<file path="src/rtl/utf16_to_utf8_transcoder_top_assert.svh">
// Assertion macros shared by the transcoder RTL files.
// Depends on nothing; included by the modules that check their own logic.
`ifndef UTF16_TO_UTF8_TRANSCODER_TOP_ASSERT_SVH
`define UTF16_TO_UTF8_TRANSCODER_TOP_ASSERT_SVH
`ifndef SYNTH
`define U2U8_ASSERT(label, clk, rst_n, prop, msg) \
    label: assert property (@(posedge clk) disable iff (!rst_n) prop) else $error(msg);
`define U2U8_NEVER(label, clk, rst_n, cond, msg) \
    label: assert property (@(posedge clk) disable iff (!rst_n) !(cond)) else $error(msg);
`else
`define U2U8_ASSERT(label, clk, rst_n, prop, msg)
`define U2U8_NEVER(label, clk, rst_n, cond, msg)
`endif
`endif

</file>
<file path="src/rtl/u2u8_pkg.sv">
// Shared types, constants and UTF-8 encode functions of the transcoder.
// Depends on nothing; used by every module of the block.
package u2u8_pkg;

    localparam int QDEPTH = 2;
    localparam int QPTR_W = $clog2(QDEPTH);
    localparam int QCNT_W = $clog2(QDEPTH + 1);
    localparam int MAX_BYTES = 6;

    localparam logic [15:0] SIZE_RESET = 16'd256;
    localparam logic [15:0] HIGH_FIRST = 16'hd800;
    localparam logic [15:0] HIGH_LAST = 16'hdbff;
    localparam logic [15:0] LOW_FIRST = 16'hdc00;
    localparam logic [15:0] LOW_LAST = 16'hdfff;
    localparam logic [20:0] SUPP_BASE = 21'h10000;
    localparam logic [7:0] LEAD2 = 8'hc0;
    localparam logic [7:0] LEAD3 = 8'he0;
    localparam logic [7:0] LEAD4 = 8'hf0;
    localparam logic [7:0] CONT = 8'h80;

    typedef logic [3:0][7:0] char_bytes_t;

    typedef struct packed {
        logic [MAX_BYTES-1:0][7:0] content;
        logic [15:0] start_addr;
        logic [2:0] n_content;
        logic nul0_en;
        logic [15:0] nul1_addr;
        logic [2:0] total;
    } cmd_t;

    function automatic logic [2:0] enc_len(input logic [20:0] cp);
        logic [2:0] len;
        if (cp < 21'h80) begin
            len = 3'd1;
        end else if (cp < 21'h800) begin
            len = 3'd2;
        end else if (cp < 21'h10000) begin
            len = 3'd3;
        end else begin
            len = 3'd4;
        end
        return len;
    endfunction

    function automatic char_bytes_t enc_bytes(input logic [20:0] cp);
        char_bytes_t b;
        b = '0;
        if (cp < 21'h80) begin
            b[0] = cp[7:0];
        end else if (cp < 21'h800) begin
            b[0] = LEAD2 | {3'b000, cp[10:6]};
            b[1] = CONT | {2'b00, cp[5:0]};
        end else if (cp < 21'h10000) begin
            b[0] = LEAD3 | {4'b0000, cp[15:12]};
            b[1] = CONT | {2'b00, cp[11:6]};
            b[2] = CONT | {2'b00, cp[5:0]};
        end else begin
            b[0] = LEAD4 | {5'b00000, cp[20:18]};
            b[1] = CONT | {2'b00, cp[17:12]};
            b[2] = CONT | {2'b00, cp[11:6]};
            b[3] = CONT | {2'b00, cp[5:0]};
        end
        return b;
    endfunction

endpackage

</file>
<file path="src/rtl/u2u8_fifo.sv">
// Short command queue between the front classifier and the byte emitter.
// Depends on u2u8_pkg and the assertion macro header.
`include "utf16_to_utf8_transcoder_top_assert.svh"

module u2u8_fifo (
    input  logic             clk,
    input  logic             rst_n,
    input  logic             wr_en,
    input  u2u8_pkg::cmd_t   wr_cmd,
    output logic             q_full,
    input  logic             rd_en,
    output u2u8_pkg::cmd_t   rd_cmd,
    output logic             q_empty
);

    u2u8_pkg::cmd_t mem_reg [u2u8_pkg::QDEPTH];
    logic [u2u8_pkg::QPTR_W-1:0] wr_ptr_reg;
    logic [u2u8_pkg::QPTR_W-1:0] rd_ptr_reg;
    logic [u2u8_pkg::QCNT_W-1:0] count_reg;
    logic [u2u8_pkg::QCNT_W-1:0] count_next;

    assign q_full = (count_reg == u2u8_pkg::QCNT_W'(u2u8_pkg::QDEPTH));
    assign q_empty = (count_reg == '0);
    assign rd_cmd = mem_reg[rd_ptr_reg];

    always_comb
    begin
        count_next = count_reg;
        if (wr_en && !rd_en) begin
            count_next = count_reg + 1'b1;
        end else if (!wr_en && rd_en) begin
            count_next = count_reg - 1'b1;
        end
    end

    always_ff @(posedge clk or negedge rst_n)
    begin
        if (!rst_n) begin
            wr_ptr_reg <= '0;
            rd_ptr_reg <= '0;
            count_reg <= '0;
        end else begin
            if (wr_en) begin
                wr_ptr_reg <= wr_ptr_reg + 1'b1;
            end
            if (rd_en) begin
                rd_ptr_reg <= rd_ptr_reg + 1'b1;
            end
            count_reg <= count_next;
        end
    end

    always_ff @(posedge clk)
    begin
        if (wr_en) begin
            mem_reg[wr_ptr_reg] <= wr_cmd;
        end
    end

    `U2U8_NEVER(a_no_overflow, clk, rst_n, wr_en && q_full && !rd_en, "queue write while full")
    `U2U8_NEVER(a_no_underflow, clk, rst_n, rd_en && q_empty, "queue read while empty")

endmodule

</file>
<file path="src/rtl/u2u8_front.sv">
// Front part: input beat acceptance, surrogate pairing, fit check and command build.
// Depends on u2u8_pkg; feeds u2u8_fifo.
module u2u8_front (
    input  logic             clk,
    input  logic             rst_n,
    input  logic             push,
    output logic             full,
    input  logic [15:0]      code_unit,
    input  logic             cfg_we,
    input  logic [15:0]      cfg_wdata,
    input  logic             q_full,
    output logic             q_wr,
    output u2u8_pkg::cmd_t   q_cmd
);

    logic [15:0] size_reg;
    logic pending_reg;
    logic pending_next;
    logic [9:0] high_reg;
    logic [9:0] high_next;
    logic [15:0] widx_reg;
    logic [15:0] widx_next;
    logic accept;

    assign full = q_full;
    assign accept = push && !q_full;

    always_comb
    begin
        logic [15:0] eff_size;
        logic is_zero;
        logic is_high;
        logic is_low;
        logic [20:0] cp0;
        logic [20:0] cp1;
        logic use0;
        logic use1;
        logic [2:0] len0;
        logic [2:0] len1;
        logic [2:0] le0;
        logic [2:0] le1;
        logic signed [17:0] free0;
        logic signed [17:0] free1;
        u2u8_pkg::char_bytes_t b0;
        u2u8_pkg::char_bytes_t b1;
        logic [2:0] j;

        eff_size = (size_reg == '0) ? 16'd1 : size_reg;
        is_zero = (code_unit == '0);
        is_high = (code_unit >= u2u8_pkg::HIGH_FIRST) && (code_unit <= u2u8_pkg::HIGH_LAST);
        is_low = (code_unit >= u2u8_pkg::LOW_FIRST) && (code_unit <= u2u8_pkg::LOW_LAST);

        cp0 = {5'b0, u2u8_pkg::HIGH_FIRST[15:10], high_reg};
        cp1 = {5'b0, code_unit};
        use0 = 1'b0;
        use1 = 1'b0;
        pending_next = pending_reg;
        high_next = high_reg;

        if (is_zero) begin
            use0 = pending_reg;
            pending_next = 1'b0;
            high_next = '0;
        end else if (pending_reg) begin
            pending_next = 1'b0;
            high_next = '0;
            use0 = 1'b1;
            if (is_low) begin
                cp0 = {1'b0, high_reg, code_unit[9:0]} + u2u8_pkg::SUPP_BASE;
            end else begin
                use1 = 1'b1;
            end
        end else if (is_high) begin
            pending_next = 1'b1;
            high_next = code_unit[9:0];
        end else begin
            cp0 = {5'b0, code_unit};
            use0 = 1'b1;
        end

        len0 = use0 ? u2u8_pkg::enc_len(cp0) : 3'd0;
        len1 = use1 ? u2u8_pkg::enc_len(cp1) : 3'd0;
        b0 = u2u8_pkg::enc_bytes(cp0);
        b1 = u2u8_pkg::enc_bytes(cp1);

        free0 = $signed({2'b00, eff_size}) - 18'sd1 - $signed({2'b00, widx_reg});
        le0 = (free0 >= $signed({15'b0, len0})) ? len0 : 3'd0;
        free1 = free0 - $signed({15'b0, le0});
        le1 = (free1 >= $signed({15'b0, len1})) ? len1 : 3'd0;

        for (int i = 0; i < u2u8_pkg::MAX_BYTES; i++) begin
            j = 3'(i) - le0;
            if (3'(i) < le0) begin
                q_cmd.content[i] = b0[i[1:0]];
            end else if (j < le1) begin
                q_cmd.content[i] = b1[j[1:0]];
            end else begin
                q_cmd.content[i] = '0;
            end
        end

        q_cmd.start_addr = widx_reg;
        q_cmd.n_content = le0 + le1;
        q_cmd.nul0_en = is_zero && (free1 >= 18'sd0);
        q_cmd.nul1_addr = eff_size - 16'd1;
        q_cmd.total = le0 + le1 + {2'b00, q_cmd.nul0_en} + {2'b00, is_zero};

        widx_next = is_zero ? 16'd0 : widx_reg + {13'b0, q_cmd.n_content};
        q_wr = accept && (q_cmd.total != '0);
    end

    always_ff @(posedge clk or negedge rst_n)
    begin
        if (!rst_n) begin
            size_reg <= u2u8_pkg::SIZE_RESET;
            pending_reg <= 1'b0;
            high_reg <= '0;
            widx_reg <= '0;
        end else begin
            if (cfg_we) begin
                size_reg <= cfg_wdata;
            end
            if (accept) begin
                pending_reg <= pending_next;
                high_reg <= high_next;
                widx_reg <= widx_next;
            end
        end
    end

endmodule

</file>
<file path="src/rtl/u2u8_back.sv">
// Back part: walks one queued command and emits its bytes, one result beat per cycle while pop is high.
// Depends on u2u8_pkg and the assertion macro header; reads from u2u8_fifo.
`include "utf16_to_utf8_transcoder_top_assert.svh"

module u2u8_back (
    input  logic             clk,
    input  logic             rst_n,
    input  u2u8_pkg::cmd_t   head,
    input  logic             q_empty,
    output logic             q_rd,
    output logic             empty,
    input  logic             pop,
    output logic [7:0]       out_byte,
    output logic [15:0]      byte_addr,
    output logic             string_done,
    output logic             last
);

    logic valid_reg;
    logic [2:0] step_reg;
    logic [2:0] step_next;
    logic [7:0] byte_reg;
    logic [15:0] addr_reg;
    logic done_reg;
    logic last_reg;
    logic advance;
    logic take;
    logic [7:0] slot_byte;
    logic [15:0] slot_addr;
    logic slot_done;
    logic slot_last;

    assign empty = !valid_reg;
    assign out_byte = byte_reg;
    assign byte_addr = addr_reg;
    assign string_done = done_reg;
    assign last = last_reg;

    assign advance = !valid_reg || pop;
    assign take = advance && !q_empty;
    assign q_rd = take && slot_last;

    always_comb
    begin
        slot_byte = '0;
        for (int i = 0; i < u2u8_pkg::MAX_BYTES; i++) begin
            if (step_reg == 3'(i)) begin
                slot_byte = head.content[i];
            end
        end
        slot_done = (step_reg >= head.n_content);
        if (slot_done) begin
            slot_byte = '0;
        end
        if (!slot_done || (step_reg == head.n_content && head.nul0_en)) begin
            slot_addr = head.start_addr + {13'b0, step_reg};
        end else begin
            slot_addr = head.nul1_addr;
        end
        slot_last = (step_reg == head.total - 3'd1);
        step_next = step_reg;
        if (take) begin
            step_next = slot_last ? 3'd0 : step_reg + 3'd1;
        end
    end

    always_ff @(posedge clk or negedge rst_n)
    begin
        if (!rst_n) begin
            valid_reg <= 1'b0;
            step_reg <= '0;
        end else begin
            if (advance) begin
                valid_reg <= !q_empty;
            end
            step_reg <= step_next;
        end
    end

    always_ff @(posedge clk)
    begin
        if (take) begin
            byte_reg <= slot_byte;
            addr_reg <= slot_addr;
            done_reg <= slot_done;
            last_reg <= slot_last;
        end
    end

    `U2U8_ASSERT(a_step_in_range, clk, rst_n, !q_empty |-> (step_reg < head.total), "step past command end")
    `U2U8_ASSERT(a_pop_marks_last, clk, rst_n, q_rd |=> (valid_reg && last_reg), "command retired without last beat")
    `U2U8_ASSERT(a_step_idle_zero, clk, rst_n, q_empty |-> (step_reg == '0), "step not cleared between commands")

endmodule

</file>
<file path="src/rtl/utf16_to_utf8_transcoder_top.sv">
// UTF-16 to UTF-8 transcoder top level: a push/full input queue face and an empty/pop
// result queue face. Each input beat is one UTF-16 code unit; each result beat is one byte
// with its buffer address, a string_done flag on terminator NULs and a last flag.
// A high surrogate is held until the next code unit; a valid pair gives four bytes.
// A character that does not fit in buffer_size less one byte is dropped whole.
// Code unit zero flushes a held surrogate, writes a NUL at the write index (if it lies
// inside the buffer) and a NUL at buffer_size-1, and restarts the index at zero.
// The front accepts one code unit per cycle while the two-entry command queue has room.
// The first result beat of a code unit passes through the command queue and the output
// register before it shows on the output ports.
// The emitter sends one byte per cycle while pop is high; a code unit gives one to six
// result beats, and a held high surrogate or a dropped character gives no beat.
// When pop stays low the output register holds, the queue fills and full rises.
// Reset sets buffer_size to 256, clears the held surrogate, the index and the queue.
// Depends on u2u8_pkg, u2u8_front, u2u8_fifo and u2u8_back.
module utf16_to_utf8_transcoder_top (
    input  logic        clk,
    input  logic        rst_n,
    input  logic        push,
    output logic        full,
    input  logic [15:0] code_unit,
    output logic        empty,
    input  logic        pop,
    output logic [7:0]  out_byte,
    output logic [15:0] byte_addr,
    output logic        string_done,
    output logic        last,
    input  logic        cfg_we,
    input  logic [15:0] cfg_wdata
);

    u2u8_pkg::cmd_t wr_cmd;
    u2u8_pkg::cmd_t head_cmd;
    logic q_wr;
    logic q_rd;
    logic q_full;
    logic q_empty;

    u2u8_front u_front (
        .clk       (clk),
        .rst_n     (rst_n),
        .push      (push),
        .full      (full),
        .code_unit (code_unit),
        .cfg_we    (cfg_we),
        .cfg_wdata (cfg_wdata),
        .q_full    (q_full),
        .q_wr      (q_wr),
        .q_cmd     (wr_cmd)
    );

    u2u8_fifo u_fifo (
        .clk     (clk),
        .rst_n   (rst_n),
        .wr_en   (q_wr),
        .wr_cmd  (wr_cmd),
        .q_full  (q_full),
        .rd_en   (q_rd),
        .rd_cmd  (head_cmd),
        .q_empty (q_empty)
    );

    u2u8_back u_back (
        .clk         (clk),
        .rst_n       (rst_n),
        .head        (head_cmd),
        .q_empty     (q_empty),
        .q_rd        (q_rd),
        .empty       (empty),
        .pop         (pop),
        .out_byte    (out_byte),
        .byte_addr   (byte_addr),
        .string_done (string_done),
        .last        (last)
    );

endmodule
</file>
<file path="config.mk">
export PLATFORM = sky130hd
export DESIGN_NAME = utf16_to_utf8_transcoder_top
export DESIGN_NICKNAME = d
export VERILOG_FILES = /design/src/rtl/u2u8_pkg.sv /design/src/rtl/u2u8_fifo.sv /design/src/rtl/u2u8_front.sv /design/src/rtl/u2u8_back.sv /design/src/rtl/utf16_to_utf8_transcoder_top.sv
export VERILOG_INCLUDE_DIRS = /design/src /design/src/rtl
export SDC_FILE = /design/constraint.sdc
export NUM_CORES = 1
export LEC_CHECK = 0
export CORE_MARGIN = 2
export CORE_UTILIZATION = 50
export CTS_BUF_LIST = sky130_fd_sc_hd__clkbuf_8
export DETAILED_ROUTE_END_ITERATION = 7
export DONT_BUFFER_PORTS = 1
export PLACE_DENSITY_LB_ADDON = 0.05
export SLEW_MARGIN = 20
export SYNTH_ARGS = -nofsm -noshare
export SYNTH_HDL_FRONTEND = slang
export SYNTH_SLANG_ARGS = --single-unit
</file>
<file path="constraint.sdc">
create_clock -name clk -period 26.3 [get_ports clk]
set_input_delay 3.945 -clock clk [delete_from_list [all_inputs] [get_ports clk]]
set_output_delay 3.945 -clock clk [all_outputs]
set_load 0.005 [all_outputs]
</file>
==> results of run 1 <==
through the flow:
stage / total power, W / instance area [um^2] / std cells / worst slack, ns / utilization
final: 0.00124 / 16100 / 1828 / 12.59 / 0.544
after global routing: 0.00132 / 16100 / 1828 / 12.08 / 0.544
after CTS: 0.00125 / 16100 / 1827 / 12.30 / 0.543
after detailed placement: 0.000919 / 15300 / 1750 / 11.80 / 0.516
after global placement: 0.000915 / 15300 / 1750 / 11.97 / 0.516
after floorplan: 0.000813 / 15100 / 1431 / 10.14 / -
worst max path at each step:
| stage | cells after the start | endpoint | slack [ns] |
|---|---|---|---|
| 4_1_cts | 32 | u_fifo.mem_reg[0][47] | 12.30 |
| 3_3_place_gp | 32 | u_fifo.mem_reg[0][40] | 11.97 |
| 2_1_floorplan | 35 | u_fifo.mem_reg[0][0] | 10.14 |
| 3_5_place_dp | 32 | u_fifo.mem_reg[0][43] | 11.80 |
| 6_report | 32 | u_fifo.mem_reg[0][57] | 12.59 |
| 5_1_grt | 32 | u_fifo.mem_reg[0][47] | 12.08 |
critical path: cells and delay by family:
kind                     cells  cell delay, ns
AO/OA/AOI/OAI                9            2.76
XOR/XNOR                     2            0.52
adder cells (fa/ha/maj)      6            1.87
buffers and inverters        5            1.21
multiplexers                 1            0.38
AND/OR/NAND/NOR              9            3.13
cell usage after synthesis (20+ instances only):
master	instances
a211oi_1	30
a21oi_1	83
clkbuf_1	60
dfrtp_1	50
edfxtp_1	200
ha_1	57
inv_1	47
mux2_2	44
mux2i_1	63
nand2_1	117
nand2b_1	20
nand3_1	47
nor2_1	102
nor2b_1	23
nor3_1	34
o21ai_0	72
o22ai_1	25
xnor2_1	37
xor2_1	23
cell type report:
class | count | area [um^2] | area share
multi-input combinational | 1045 | 7220 | 0.448
inverter | 51 | 194 | 0.0120
sequential | 251 | 7290 | 0.452
tap | 390 | 488 | 0.0303
clock inverter | 33 | 206 | 0.0128
clock buffer | 44 | 606 | 0.0375
timing repair buffer | 14 | 125 | 0.00776
power groups by stage:
stage | registers [W] | logic [W] | clock network, W
after floorplan | 0.000507 | 0.000306 | 0
after global placement | 0.000529 | 0.000386 | 0
after detailed placement | 0.000530 | 0.000389 | 0
after CTS | 0.000522 | 0.000391 | 0.000338
after global routing | 0.000527 | 0.000436 | 0.000355
final | 0.000521 | 0.000389 | 0.000332
kinds of logic (layout without fill, tap and decap cells):
logic type	after synthesis	in the layout	synth area share
XOR/XNOR	61	61	0.0364
adder cells (fa/ha/maj)	63	63	0.0548
AO/OA/AOI/OAI	376	376	0.167
AND/OR/NAND/NOR	437	437	0.144
flip-flops	251	251	0.484
buffers and inverters	135	142	0.0382
multiplexers	108	108	0.0758
metal layers:
metal / wire length [um] / part of all wire / vias to the layer above / global-route usage
met3: 3030 / 0.073 / 67 / 0.0403
met1: 19800 / 0.48 / 5491 / 0.413
li1: - / - / 5363 / -
met2: 17700 / 0.43 / 426 / 0.385
met4: 945 / 0.023 / 0 / 0.0731
met5: 0 / 0 / - / 0
==> metrics.md, run 1 <==
| Metric | Value |
|---|---|
| Cts hold-fix bufs | 0 |
| PortBufs | 0 |
| Total track usage | 0.266 |
| Setup TNS | 0 ns |
| Switching power total | 0.000431 W |
| Final HPWL DP | 30100 um |
| Final setup fails | 0 |
| Initial drt markers | 1193 |
| Core Box Area | 29600 um^2 |
| Final net count | roughly 1500 |
| Critical Path AT | 13.88 ns |
| RSZ-0062 raised after global routing | no |
| Top-area cell type share of the netlist area | 0.399 |
| Critical R2R Launch | u_front.size_reg[7] |
| Clock Power Share | 0.267 |
| TritonCTS clock tree | yes |
| CTS max path bufs | 3 |
| Crit Path Category | input port to flip-flop |
| Combinational group share of total power | 0.313 |
| Max reg flops | 174 |
| Peak VDD IR | around 61 uV |
| Ports | 65 |
| R2r setup slk | roughly 13 ns |
| DRC | 0 |
| Worst-Skew Late Latency | 0.57 ns |
| First-pass GRT wire length | 63500 um |
| CTS resizes | 0 |
| Worst R2R Path Depth | 40 |
| GPL Wtd Cong | slightly above 0.9 |
| Maximum net fanout on the critical path | 51 |
| Die height | ~180 um |
| Period utilization | 0.521 |
| Worst slew pin tran | between 1 and 1.5 ns |
| Switch share | 0.347 |
| LEAKAGE | approximately 5.9 nW |
| Final Hold Viols | 0 |
| Fin Hold WS | 0.510 ns |
| Internal power | between 0.0008 and 0.0009 W |
| Share of layout cells above drive strength 1 | 0.103 |
| Most used DFF post-synth | edfxtp_1 |
| Count of cell types in the netlist | 94 |
| Seq pwr share | 0.419 |
| Post-synthesis net count | approximately 1500 |
| Yosys top cell by area | edfxtp_1 |
| Slew margin rel. | 0.248 |
| Largest net degree at the start of global routing | 71 |
| Total gr overflow | 0 |
| Crit-path max cell delay | ~0.75 ns |
| Starting Density | 0.508 |
| Total Wirelength | 41500 um |
| Startpoint Class | input port |
| DR vias | around 11000 |
| CTS H-tree lvls | 2 |
| Area of the die | ~32000 um^2 |
| Synth area leaders | edfxtp_1 (40%), dfrtp_1 (8.3%), ha_1 (4.7%) |
| Row count | 63 |
| Filler Cell Count | between 2000 and 3000 |
| Slowest CP cell | or4_1 |
| Hold_sp | u_fifo.count_reg[1] |
| Routed wire length per instance | 22.7 um |
| Commonest non-fill, non-tap cell in the layout | edfxtp_1 |
| Slew Limit Fails | 0 |
| Post-synth EDFFs | 200 |
| Hold Path Class | flip-flop to flip-flop |
| CP Launch Point | code_unit[7] |
| Hold endpoint | u_fifo.count_reg[1] |
| Synth Instances | 1431 |
| Synth Register Bits | around 250 |
| Post-synthesis sequential area ratio | 0.484 |
| Post-CTS setup buffers | 0 |
| Power Dens Cells | 77.0 nW/um^2 |
| Maximum clock frequency | around 0.073 GHz |
| WP data required | approximately 26 ns |
| Crit. End Element | flip-flop |
| Initial antenna violation count | 3 |
| Via-to-Cell Ratio | between 6 and 7 |
| Status | complete, no violations |
| Vias in the first global route | approximately 11000 |
| N_diodes | 0 |
| CP most frequent cell | ha_1 |
| Router iterations before antenna repair | 5 |
| Worst hold path depth | 1 |
| Mean Syn Cell Area | 10.5 um^2 |
| Clk pin slew, worst setup/hold paths | roughly 0.060 ns |
| Synthesized area | 15100 um^2 |
| R2R Path End | u_fifo.mem_reg[0][57] |
| Clock Skew | roughly 0.037 ns |
| # Max-Cap Violations | 0 |
| Die X | around 180 um |
| FFs w/ async S/R, synth | 0.203 |
| Root Buffer | clkbuf_8 |
| Tmin final | 13.71 ns |
| Cts bufs inserted | between 40 and 50 |
| Synth warn | 0 |
| Final ANT Viol Nets | 0 |
| Layout area overhead | 7.11% |
| TritonCTS sink count | 251 |
| Most frequent cells in the layout | edfxtp_1 (200), nand2_1 (117), nor2_1 (102), a21oi_1 (83), o21ai_0 (72) |
Note: power is estimated with default switching activity, not from simulation.
==> inputs of run 2 (changes only) <==
--- a/config.mk
+++ b/config.mk
@@ -6,6 +6,7 @@
 export SDC_FILE = /design/constraint.sdc
 export NUM_CORES = 1
 export LEC_CHECK = 0
+export ABC_AREA = 1
 export CORE_MARGIN = 2
 export CORE_UTILIZATION = 50
 export CTS_BUF_LIST = sky130_fd_sc_hd__clkbuf_8
==> constraint.sdc (replaced) <==
create_clock -name clk -period 11.4 [get_ports clk]
set_input_delay 1.71 -clock clk [delete_from_list [all_inputs] [get_ports clk]]
set_output_delay 1.71 -clock clk [all_outputs]
set_load 0.005 [all_outputs]
==> metrics.md, run 2 <==
| Metric | Value |
|---|---|
| Status | complete, no violations |
| Top-area cell type share of the netlist area | 0.408 |
| Synth area leaders | edfxtp_1 (41%), nand2_1 (13%), dfrtp_1 (8.5%) |
| Clock Skew | 0.0316 ns |
| Row count | 62 |
| Final net count | approximately 1800 |
| Starting Density | 0.510 |
| RSZ-0062 raised after global routing | no |
| Period utilization | 0.852 |
| Delay-heaviest family, CP | simple AND/OR/NAND/NOR gates |
| Non-Filler Instances | 2148 |
| Final ANT Viol Nets | 0 |
| Worst-Skew Late Latency | around 0.56 ns |
| Total track usage | 0.260 |
| Filler Cell Count | around 2700 |
| Crit Path Category | flip-flop to flip-flop |
| Cts bufs inserted | 44 |
| Crit-path max cell delay | 0.64 ns |
| Post-synthesis net count | between 1500 and 2000 |
| Peak VDD IR | 122 uV |
| Initial antenna violation count | 1 |
| Fin Hold WS | 0.485 ns |
| Core Box Area | between 20000 and 30000 um^2 |
| Slew Limit Fails | 0 |
| Die X | between 150 and 200 um |
| Commonest non-fill, non-tap cell in the layout | nand2_1 |
| Layout area overhead | 8.43% |
| Register area | 7280 um^2 |
| PortBufs | 0 |
| Largest net degree at the start of global routing | 65 |
| Met3 Wirelength | between 2000 and 3000 um |
| Final setup fails | 0 |
| Max reg flops | about 170 |
| Router iterations before antenna repair | 5 |
| Count of cell types in the netlist | 64 |
| Slowest CP cell | fa_1 |
| Post-synthesis sequential area ratio | 0.495 |
| TritonCTS sink count | ~250 |
| Mean Syn Cell Area | about 8.6 um^2 |
| Top cells by count, synth | nand2_1 (492), edfxtp_1 (200), inv_1 (199), nor2_1 (138), o21ai_0 (96) |
| Final Hold Viols | 0 |
| Ports | 65 |
| Setup TNS | 0 ns |
| Synthesized area | 14700 um^2 |
| Crit. End Element | flip-flop |
| Synth Register Bits | between 200 and 300 |
| Area of the die | 30800 um^2 |
| Pwr Total | roughly 0.0035 W |
| Post-CTS setup buffers | 0 |
| Worst hold path depth | 2 |
| Maximum net fanout on the critical path | 34 |
| Most used DFF post-synth | edfxtp_1 |
| Most frequent cells in the layout | nand2_1 (492), inv_1 (214), edfxtp_1 (200), nor2_1 (137), o21ai_0 (96) |
| TritonCTS clock tree | yes |
| Multi-input gate area | approximately 6500 um^2 |
| Clk pin slew, worst setup/hold paths | about 0.06 ns |
| Hold Path Class | flip-flop to flip-flop |
| DR vias | between 10000 and 15000 |
| CP bufs+invs | 9 |
| Root Buffer | clkbuf_8 |
| Slew margin rel. | 0.306 |
| N_diodes | 0 |
| WP data required | between 10 and 15 ns |
| CTS resizes | 0 |
| Total gr overflow | 0 |
| Final HPWL DP | around 29000 um |
| Via-to-Cell Ratio | ~5.5 |
| CTS max path bufs | 3 |
| Wire length on met1 | approximately 20000 um |
| Synth Instances | around 1700 |
| Maximum clock frequency | 0.103 GHz |
| Levels on crit path | just over 50 |
| # Max-Cap Violations | 0 |
| First-pass GRT wire length | roughly 62000 um |
| Critical Path AT | 10.15 ns |
| Power Dens Cells | 218 nW/um^2 |
| Initial drt markers | 1038 |
| Share of layout cells above drive strength 1 | 0.0675 |
| GPL Wtd Cong | ~0.96 |
| Post-synth EDFFs | 200 |
| Yosys top cell by area | edfxtp_1 |
| DRC | 0 |
| FFs w/ async S/R, synth | 0.203 |
| Routed wire length per instance | approximately 19 um |
| Placed Instances | roughly 2100 |
| Cts hold-fix bufs | 0 |
| Synth warn | 0 |
| R2r setup slk | between 1.5 and 2 ns |
| LEAKAGE | around 7.0 nW |
| Worst slew pin tran | between 1 and 1.5 ns |
| Startpoint Class | flip-flop |
| Total Wirelength | ~40000 um |
| CTS H-tree lvls | 2 |
| Vias in the first global route | 10988 |
| CP most frequent cell | nand2_1 |
| Tmin final | 9.72 ns |
| Top Metal Used | met4 |
| Most numerous cell in the Yosys netlist | nand2_1 |
| Routed met2 length | between 15000 and 20000 um |
| Die height | 176 um |
| Worst R2R Path Depth | 51 |
[run 2: cell count changes after synthesis, moves of 17 or more]
cell and delta:
nand2_1 +375, inv_1 +152, mux2i_1 -51, nand3_1 +45
mux2_2 -40, nor2_1 +36, clkbuf_1 -30, xnor2_1 -29
a211oi_1 -28, o21ai_0 +24, nor2b_1 -23, nand2b_1 -20
nor3_1 -19, or3_1 -17
[run 2: cell families after synthesis]
logic type,synth area share
simple gates,0.236
compound gates,0.113
mux,0.0112
fa+ha+maj,0.0552
xor+xnor,0.0249
flops,0.495
buf+inv,0.0654
[run 2: metal layers]
layer,track usage,vias to the layer above
li1,-,5830
met1,0.417,5620
met2,0.371,387
met3,0.0351,56
met4,0.0616,0
met5,0,-
[run 2: report_power, final]
part           total, W  switching [W]  internal [W]
clock          0.000789       0.000373      0.000415
combinational   0.00138       0.000945      0.000433
sequential      0.00131      0.0000824       0.00123
[run 2: final cells by class]
class                   instances  area share
clock buffers                  45      0.0388
flip-flops and latches        251       0.456
multi-input cells            1214       0.406
inverters                     206      0.0485
well taps                     384      0.0301
repair buffers                 11     0.00674
clock inverters                37      0.0134
[run 2: path summary, 6_finish.rpt]
kind,from,endpoint
worst max-delay path,u_front.size_reg[8],u_front.widx_reg[14]
worst min-delay path,u_fifo.wr_ptr_reg,u_fifo.wr_ptr_reg
worst max register to register,u_front.size_reg[8],u_front.widx_reg[14]
worst min register to register,u_fifo.wr_ptr_reg,u_fifo.wr_ptr_reg
max in group asynchronous,rst_n,u_front.size_reg[8]
min in group asynchronous,rst_n,u_front.high_reg[5]
[run 2: metrics by stage]
| stage | area (um^2) | setup WS (ns) | utilization |
|---|---|---|---|
| after floorplan | 14700 | 1.44 | - |
| after global placement | 15100 | 1.46 | 0.524 |
| after detailed placement | 15100 | 1.24 | 0.524 |
| after CTS | 16000 | 1.76 | 0.553 |
| after global routing | 16000 | 0.785 | 0.553 |
| final | 16000 | 1.68 | 0.553 |
[run 2: worst reg2reg max path: cells and delay by family, from the launching register on]
| kind | cells | cell delay, ns |
|---|---|---|
| xor gates and xnor gates | 1 | 0.15 |
| adders and majority gates | 7 | 2.70 |
| AOI/OAI and AO/OA | 6 | 0.86 |
| DFF | 1 | 0.57 |
| and+or+nand+nor | 28 | 4.17 |
| buffers and inverters | 9 | 1.18 |
==> inputs of run 3 (changes only) <==
--- a/config.mk
+++ b/config.mk
@@ -13,6 +13,7 @@
 export DETAILED_ROUTE_END_ITERATION = 7
 export DONT_BUFFER_PORTS = 1
 export PLACE_DENSITY_LB_ADDON = 0.05
+export RECOVER_POWER = 100
 export SLEW_MARGIN = 20
 export SYNTH_ARGS = -nofsm -noshare
 export SYNTH_HDL_FRONTEND = slang
==> constraint.sdc (replaced) <==
create_clock -name clk -period 11.4 [get_ports clk]
set_input_delay 2.28 -clock clk [delete_from_list [all_inputs] [get_ports clk]]
set_output_delay 2.28 -clock clk [all_outputs]
set_load 0.005 [all_outputs]
==> metrics.md, run 3 (synthesis gave the netlist of run 2 again) <==
| Metric | Value |
|---|---|
| Status | complete, but fails checks |
| Failing checks | max-capacitance violations, max-slew violations |
| DRC | 0 |
| Worst slew pin tran | 3.65 ns |
| Maximum clock frequency | around 0.098 GHz |
| TritonCTS clock tree | yes |
| Total track usage | 0.260 |
| Crit-path max cell delay | 0.50 ns |
| Maximum net fanout on the critical path | 36 |
| TritonCTS sink count | 251 |
| Share of layout cells above drive strength 1 | 0.0636 |
| Most frequent cells in the layout | nand2_1 (493), inv_1 (211), edfxtp_1 (200), nor2_1 (140), o21ai_0 (100) |
| WP data required | about 12 ns |
| Core Box Area | 28900 um^2 |
| Ports | 65 |
| Fin Hold WS | a little under 0.5 ns |
| Critical Path AT | 10.51 ns |
| Clock Skew | 0.0651 ns |
| Initial antenna violation count | 1 |
| Via-to-Cell Ratio | around 5.5 |
| Hold_sp | u_fifo.wr_ptr_reg |
| Layout area overhead | 8.01% |
| Router iterations before antenna repair | 5 |
| Largest net degree at the start of global routing | 76 |
| Hold Path Class | flip-flop to flip-flop |
| Final net count | around 1800 |
| CP most frequent cell | nor2_1 |
| CTS resizes | 0 |
| Dpl ws | approximately 0.95 ns |
| Cts hold-fix bufs | 0 |
| Power Dens Cells | between 200 and 250 nW/um^2 |
| Total Wirelength | 39900 um |
| N_diodes | 0 |
| R2R Path End | u_fifo.mem_reg[0][32] |
| PortBufs | 0 |
| LEAKAGE | between 7 and 8 nW |
| Cts bufs inserted | 44 |
| Final setup fails | 0 |
| Period utilization | 0.896 |
| CTS max path bufs | 3 |
| Total gr overflow | 0 |
| Final setup margin | 1.18 ns |
| Die height | ~180 um |
| Initial drt markers | 1112 |
| Root Buffer | clkbuf_8 |
| Crit Path Category | input port to flip-flop |
| Clk pin slew, worst setup/hold paths | roughly 0.06 ns |
| Final HPWL DP | slightly below 30000 um |
| Hold endpoint | u_fifo.wr_ptr_reg |
| Worst hold path depth | 2 |
| Crit. End Element | flip-flop |
| First-pass GRT wire length | a little over 60000 um |
| Worst-Skew Late Latency | around 0.61 ns |
| Critical R2R Launch | u_front.size_reg[8] |
| Startpoint Class | input port |
| Vias in the first global route | between 10000 and 15000 |
| Starting Density | 0.510 |
| Row count | 62 |
| Slew Limit Fails | 76 |
| Setup TNS | 0 ns |
| Routed wire length per instance | approximately 19 um |
| Pwr Total | about 0.0035 W |
| Worst R2R Path Depth | 45 |
| Area of the die | approximately 30000 um^2 |
| Post-CTS setup buffers | 0 |
| GPL Wtd Cong | about 0.98 |
| Filler Cell Count | 2693 |
| R2r setup slk | 1.94 ns |
| Slowest CP cell | nand2_1 |
| Final core occ | 0.551 |
| Final ANT Viol Nets | 0 |
| Commonest non-fill, non-tap cell in the layout | nand2_1 |
| DR vias | ~12000 |
| CTS H-tree lvls | 2 |
| Slew margin rel. | -1.43 |
| RSZ-0062 raised after global routing | no |
| Final Hold Viols | 0 |
| Max reg flops | around 170 |
| Peak VDD IR | about 110 uV |
| Die X | 176 um |
| # Max-Cap Violations | 1 |
| Tmin final | ~10 ns |
-- run 3: changes by cell type in the layout (fill, tap and decap cells not counted), moves of 2 or more --
cell | previous run | this run
inv_2 | 6 | 4
nor2_1 | 137 | 140
o21ai_0 | 96 | 100
inv_1 | 214 | 211
clkinv_2 | 3 | 6
nor2_4 | 5 | 3
o21ai_1 | 5 | 1
buf_4 | 9 | 5
clkbuf_1 | 0 | 2
-- run 3: per-layer routing --
| layer | vias up | track usage | part of all wire |
|---|---|---|---|
| li1 | 5819 | - | - |
| met1 | 5610 | 0.418 | 0.50 |
| met2 | 401 | 0.355 | 0.40 |
| met3 | 74 | 0.0448 | 0.071 |
| met4 | 0 | 0.0723 | 0.024 |
| met5 | - | 0 | 0 |
-- run 3: worst max-delay path by stage --
stage | endpoint | depth (start not counted) | from
floorplan | u_fifo.mem_reg[1][0] | 48 | code_unit[14]
global placement | u_fifo.mem_reg[0][33] | 47 | code_unit[1]
detailed placement | u_fifo.mem_reg[0][12] | 47 | code_unit[1]
CTS | u_fifo.mem_reg[0][35] | 47 | code_unit[1]
global route | u_front.widx_reg[15] | 51 | code_unit[1]
finish | u_fifo.mem_reg[0][32] | 45 | code_unit[1]
-- run 3: area by class of cell --
type | count | area (um^2) | share of cell area
sequential | 251 | 7280 | 0.458
inverter | 206 | 774 | 0.0487
clock buffer | 45 | 619 | 0.0389
tap | 384 | 480 | 0.0302
timing repair buffer | 10 | 92.6 | 0.00582
multi-input combinational | 1214 | 6460 | 0.406
clock inverter | 35 | 193 | 0.0121
-- run 3: critical path: cells and delay by family --
family	cells	cell delay, ns
AOI/OAI and AO/OA	5	0.93
xor gates and xnor gates	1	0.16
adders and majority gates	7	2.12
buffers and inverters	7	1.49
and+or+nand+nor	25	3.49
-- run 3: stage by stage --
step | instance area, um^2 | std cells
after floorplan | 14700 | 1713
after global placement | 15100 | 2065
after detailed placement | 15100 | 2065
after CTS | 15900 | 2145
after global routing | 15900 | 2145
final | 15900 | 2145
-- run 3: report_power, final --
group / internal (W) / leakage [nW] / switching [W] / total (W)
Clock: 0.000395 / 0.461 / 0.000386 / 0.000781
Sequential: 0.00123 / 2.45 / 0.0000952 / 0.00133
Combinational: 0.000441 / 4.09 / 0.000933 / 0.00137
Total: 0.00207 / 7.00 / 0.00141 / 0.00348
